--- src/bu3_pkg.sv ---
// Shared types, constants and helpers for the 3x bilinear upscaler.
// No dependencies; imported by every module of the block but the RAM.
package bu3_pkg;

  localparam int MAX_WIDTH  = 1024;
  localparam int MAX_HEIGHT = 1024;

  localparam int PIX_W   = 8;
  localparam int SIZE_W  = 11;               // config register width
  localparam int COL_W   = $clog2(MAX_WIDTH);
  localparam int ROW_W   = $clog2(MAX_HEIGHT);
  localparam int COORD_W = 12;
  localparam int PHASE_W = 2;                // interpolation phase 1..3

  localparam int IN_DATA_W  = 8;
  localparam int OUT_DATA_W = 32;            // value, out_row, out_col
  localparam int USER_W     = 1;

  localparam int CFG_IDX_W = 1;
  localparam logic [CFG_IDX_W-1:0] REG_WIDTH  = 1'b0;
  localparam logic [CFG_IDX_W-1:0] REG_HEIGHT = 1'b1;

  localparam logic [SIZE_W-1:0] SIZE_RESET = SIZE_W'(4);
  localparam logic [SIZE_W-1:0] SIZE_MIN   = SIZE_W'(2);

  // Weighted sum of two bytes with weights summing to 3 fits in 10 bits.
  localparam int SUM_W   = 10;
  // floor(x/3) == (x*683)>>11 for every x < 2048.
  localparam int DIV3_MUL = 683;
  localparam int DIV3_SH  = 11;
  localparam int PROD_W   = SUM_W + 10;

  localparam logic [PHASE_W-1:0] PHASE_FIRST = 2'd1;
  localparam logic [PHASE_W-1:0] PHASE_LAST  = 2'd3;

  typedef struct packed {
    logic [PHASE_W-1:0] k;   // weight of b
    logic [PIX_W-1:0]   a;
    logic [PIX_W-1:0]   b;
  } lerp_req_t;

  function automatic logic [SIZE_W-1:0] clamp_size(input logic [SIZE_W-1:0] v,
                                                   input logic [SIZE_W-1:0] maxv);
    logic [SIZE_W-1:0] r;
    if (v < SIZE_MIN) r = SIZE_MIN;
    else if (v > maxv) r = maxv;
    else r = v;
    return r;
  endfunction

endpackage

--- src/bu3_lerp.sv ---
// Shared interpolation unit: ((3-k)*a + k*b)/3, truncated.
// Depends on bu3_pkg.
module bu3_lerp (
  input  bu3_pkg::lerp_req_t          req,
  output logic [bu3_pkg::PIX_W-1:0]   q
);
  import bu3_pkg::*;

  logic [PHASE_W-1:0] kc;
  logic [SUM_W-1:0]   sum;
  logic [PROD_W-1:0]  prod;

  always_comb begin
    kc   = PHASE_LAST - req.k;
    // a zero weight on a drops that operand entirely: in the top row the line buffer
    // word may never have been written
    sum  = ((kc == '0) ? SUM_W'(0) : SUM_W'(kc) * SUM_W'(req.a)) +
           SUM_W'(req.k) * SUM_W'(req.b);
    // divide by 3 through the reciprocal
    prod = PROD_W'(sum) * PROD_W'(DIV3_MUL);
    q    = PIX_W'(prod >> DIV3_SH);
  end

endmodule

--- config.mk ---
export PLATFORM = sky130hd
export DESIGN_NAME = bu3_lerp
export DESIGN_NICKNAME = d
export VERILOG_FILES = /design/src/bu3_pkg.sv /design/src/bu3_lerp.sv
export SDC_FILE = /design/constraint.sdc
export NUM_CORES = 1
export LEC_CHECK = 0
export ABC_AREA = 1
export ABC_CLOCK_PERIOD_IN_PS = 21500
export BUFFER_PORTS_ARGS = -buffer_cell sky130_fd_sc_hd__buf_2
export CORE_AREA = 2 2 88 90
export DETAILED_ROUTE_END_ITERATION = 10
export DIE_AREA = 0 0 90 92
export GPL_TIMING_DRIVEN = 0
export PLACE_DENSITY = 0.66
export SYNTH_ARGS = -nofsm -noshare
export SYNTH_HDL_FRONTEND = slang
export SYNTH_SLANG_ARGS = --single-unit
export TNS_END_PERCENT = 10
--- constraint.sdc ---
create_clock -name vclk -period 21.5
set_input_delay 6.45 -clock vclk [all_inputs]
set_output_delay 6.45 -clock vclk [all_outputs]
set_load 0.05 [all_outputs]
==> Word-level counts from Yosys, hierarchy flattened <==
Cells that the tools add are included.
W data, S select, Z words.
{ "totals": {"regBits": 0, "input_bits": 18, "elab_cells": 7} }
{ "classes": {"addsub": 2, "n_mul": 3, "mux": 1, "reduce_logical": 1} }
{ "ops": {"columns": ["cell", "n"], "rows": [
  ["$mul A2 B8 Y10", 2],
  ["$mul A10 B10 Y19 const B", 1],
  ["$add A10 B10 Y10", 1],
  ["$mux W10", 1],
  ["$logic_not A2 Y1", 1],
  ["$sub A2 B2 Y2 const A", 1]
]} }

==> Logic depth before layout (Yosys ltp) <==
{ "depth": {"word_depth": 5, "depth_mapped": 40, "mapped_depth_nobuf": 39} }

==> Least setup slack after synthesis <==
OpenSTA, ideal clock, no wires.
{ "synth_path": {"path_kind": "in2out", "start": "input port req[16] in the netlist's numbering", "end": "output port q[5] in the netlist's numbering", "t_arrival_ns": 13.325, "t_required_ns": 15.050, "path_slack_ns": 1.725, "path_stages": 36, "n_path_buf": 2, "cell_sequence": "clkbuf_1 clkbuf_1 nor2_1 ha_1 inv_1 fa_1 inv_1 nand3_1 nand2_2 nand3_1 nand2_1 a21boi_0 o21ai_0 fa_1 inv_1 ha_1 inv_1 nor3_1 nand2_1 o311ai_1 xnor2_1 inv_1 ha_1 ha_1 fa_1 fa_1 inv_1 fa_1 inv_1 ha_1 nand2_1 nor2_1 nand3_1 nand3_1 a21oi_1 xnor2_1"} }
{ "synth_via": {"elab_chain_cells": 5, "elab_cells_between_ends": 7, "classes_between": "2 x add/sub; 3 x mul; 1 x mux; 1 x reduce/logical"} }
{ "synth_rtl": {"columns": ["item", "line", "text"], "rows": [
  ["start, declared", "bu3_lerp.sv:4", "input bu3_pkg::lerp_req_t req,"],
  ["$sub A2 B2 Y2", "bu3_lerp.sv:14", "kc = PHASE_LAST - req.k;"],
  ["$mul A2 B8 Y10 / $logic_not A2 Y1 (equally long branches)", "bu3_lerp.sv:17", "sum = ((kc == '0) ? SUM_W'(0) : SUM_W'(kc) * SUM_W'(req.a)) +"],
  ["$mux W10", "bu3_lerp.sv:17", null],
  ["$add A10 B10 Y10 *", "bu3_lerp.sv:17", null],
  ["$mul A10 B10 Y19 *", "bu3_lerp.sv:20", "prod = PROD_W'(sum) * PROD_W'(DIV3_MUL);"],
  ["end, declared", "bu3_lerp.sv:5", "output logic [bu3_pkg::PIX_W-1:0] q"]
]} }
Mark *: on every way between the ends. The rest lies on a longest branch, timed or not.

==> Worst setup path after layout <==
{ "layout_path": {"start": "input port req[16] in the netlist's numbering", "end": "output port q[7] in the netlist's numbering"} }
The elaborated chain is that of the path after synthesis.

==> flow_metrics.py <==
metrics = {
    "detailed_routing": {
        "wirelength_um": 5820,
        "drc_errors": 0,
        "vias": 2582,
        "routedWlPerCell_um": 10.7,
        "ant_nets": 0,
        "viasPerCell": 4.74,
        "first_iter_violations": 43,
        "drt-pass1-iter-count": 4,
    },
    "sta": {
        "finalMaxSlewViolations": 0,
        "setup_viol": 0,
        "max_freq_ghz": 0.0490,
        "min_period_ns": 20.40,
        "fin_tns_setup_ns": 0,
        "rsz0062_at_grt": "no",
        "final-hold-violation-count": 0,
        "worst_slew_pin_slew_ns": 0.569,
        "max-slew-margin-rel_pct": 61.9,
        "finalCritPeriodShare_pct": 94.9,
    },
    "floorplanning": {
        "io_pins": 26,
        "die_height_um": 92,
        "initial_core_util_pct": 40.3,
        "die-width_um": 90,
        "core_area_um2": 7450,
        "die-area_um2": 8280,
        "num_rows": 32,
    },
    "run": {
        "drv_cap": 0,
    },
    "synthesis": {
        "synth_fp_nets": 542,
        "yosys_warnings": 0,
        "synthCells": 419,
        "yosysMostFrequentCell": "inv_1",
        "yosysSeqAreaShare_pct": 0,
        "synthTopCellsByArea": "ha_1, fa_1, inv_1",
        "synth_area_per_cell_um2": 7.15,
        "netlist_area_um2": 3000,
        "yosysTopAreaCellShare_pct": 31.7,
        "synthTopCellsByCount": "inv_1, nand2_1, ha_1, a21oi_1, fa_1",
        "ys_types": 34,
        "yosysTopAreaCell": "ha_1",
    },
    "placement": {
        "numPortBuffers": 24,
        "place_hpwl_um": 5370,
        "place.gp.congestion": 0.871,
    },
    "global_routing": {
        "grt_use_total_pct": 15.3,
        "grt_max_degree": 11,
        "overflow": 0,
        "grt_pass1_vias": 2627,
        "grt_pass1_wl_um": 11000,
        "antenna_found_initial": 0,
    },
    "worst_setup_path": {
        "worstSetupStartpointType": "primary input",
        "path_common_cell": "inv_1",
        "criticalPathCategory": "in -> out",
        "cp_slowest_cell": "fa_1",
        "critPathRequiredTime_ns": 15.05,
        "worstPathArrival_ns": 13.95,
        "cp-end-kind": "primary output",
        "cpPeakStageDelay_ns": 0.52,
        "cp_max_fo": 10,
    },
    "cells_and_area": {
        "drive_gt1_share_pct": 10.2,
        "diodes": 0,
        "fin_nets": 568,
        "final.fill_count": 810,
        "register_area_um2": 0,
        "areaGrowthSynthToFinish_pct": 8.26,
        "clock_buffers": 0,
        "flops_and_latches": 0,
    },
    "clocking": {
        "cts_hold_buffers": 0,
        "post_cts_buffers": 0,
        "cts_resized": 0,
    },
    "run_status": {
        "status": "finished clean",
    },
    "hold_path": {
        "min_path_type": "in -> out",
    },
}
==> layer usage <==
metal | wire (um) | up-vias | GRT usage, %
met1 | 2800 | 1165 | 19.5
li1 | - | 1395 | -
met3 | 60 | 2 | 0.164
met2 | 2940 | 20 | 30.6
met4 | 16 | 0 | 0.641
met5 | 0 | - | 0
==> critical path, delay by kind of cell <==
family | cells | cell delay (ns)
AOI/OAI and AO/OA | 5 | 0.72
xor gates and xnor gates | 1 | 0.48
adders and majority gates | 10 | 3.71
buffers and inverters | 11 | 1.51
and+or+nand+nor | 13 | 1.07
==> worst paths after layout <==
path / start / slack [ns] / cells after the start / to
worst min-delay path: req[7] / 13.84 / 10 / q[7]
worst max-delay path: req[16] / 1.10 / 40 / q[7]
==> stage by stage <==
| step | hold WS (ns) | area, um^2 | instances | setup slack (ns) | util, % |
|---|---|---|---|---|---|
| 2_1_floorplan | 13.71 | 3000 | 419 | 1.73 | - |
| 3_3_place_gp | 13.84 | 3250 | 545 | 1.13 | 43.6 |
| 3_5_place_dp | 13.86 | 3250 | 545 | 1.12 | 43.6 |
| 4_1_cts | 13.86 | 3250 | 545 | 1.07 | 43.6 |
| 5_1_grt | 13.99 | 3250 | 545 | 0.506 | 43.6 |
| 6_report | 13.84 | 3250 | 545 | 1.10 | 43.6 |
==> layout make-up <==
type	instances	area [um^2]	area share, %
well taps	102	128	3.93
multi-input cells	324	2630	81.0
repair buffers	24	120	3.70
inverters	91	347	10.7
plain buffers	4	22.5	0.694
==> cells by family (layout without fill, tap and decap cells) <==
family	count (synthesis)	in the layout	share of synthesized area [%]
adder cells (fa/ha/maj)	105	105	51.1
XOR/XNOR	15	15	4.38
buffers and inverters	95	119	12.3
AO/OA/AOI/OAI	51	51	9.35
AND/OR/NAND/NOR	153	153	22.9
==> placed cells by master, fill, tap and decap left out, types with 3 or more instances in the layout <==
cell and instances:
or2_2 4, buf_2 24, nand2_2 5, clkbuf_1 3
o21ai_0 7, nor2_1 28, nand3_1 23, a21oi_1 33
xnor2_1 6, inv_1 87, nor3_1 3, xor2_1 9
ha_1 76, nand2_1 79, fa_1 29
Power is left out: the tool's default activity adds up to more than one toggle a clock period on the data nets, which glitch-free logic cannot reach.
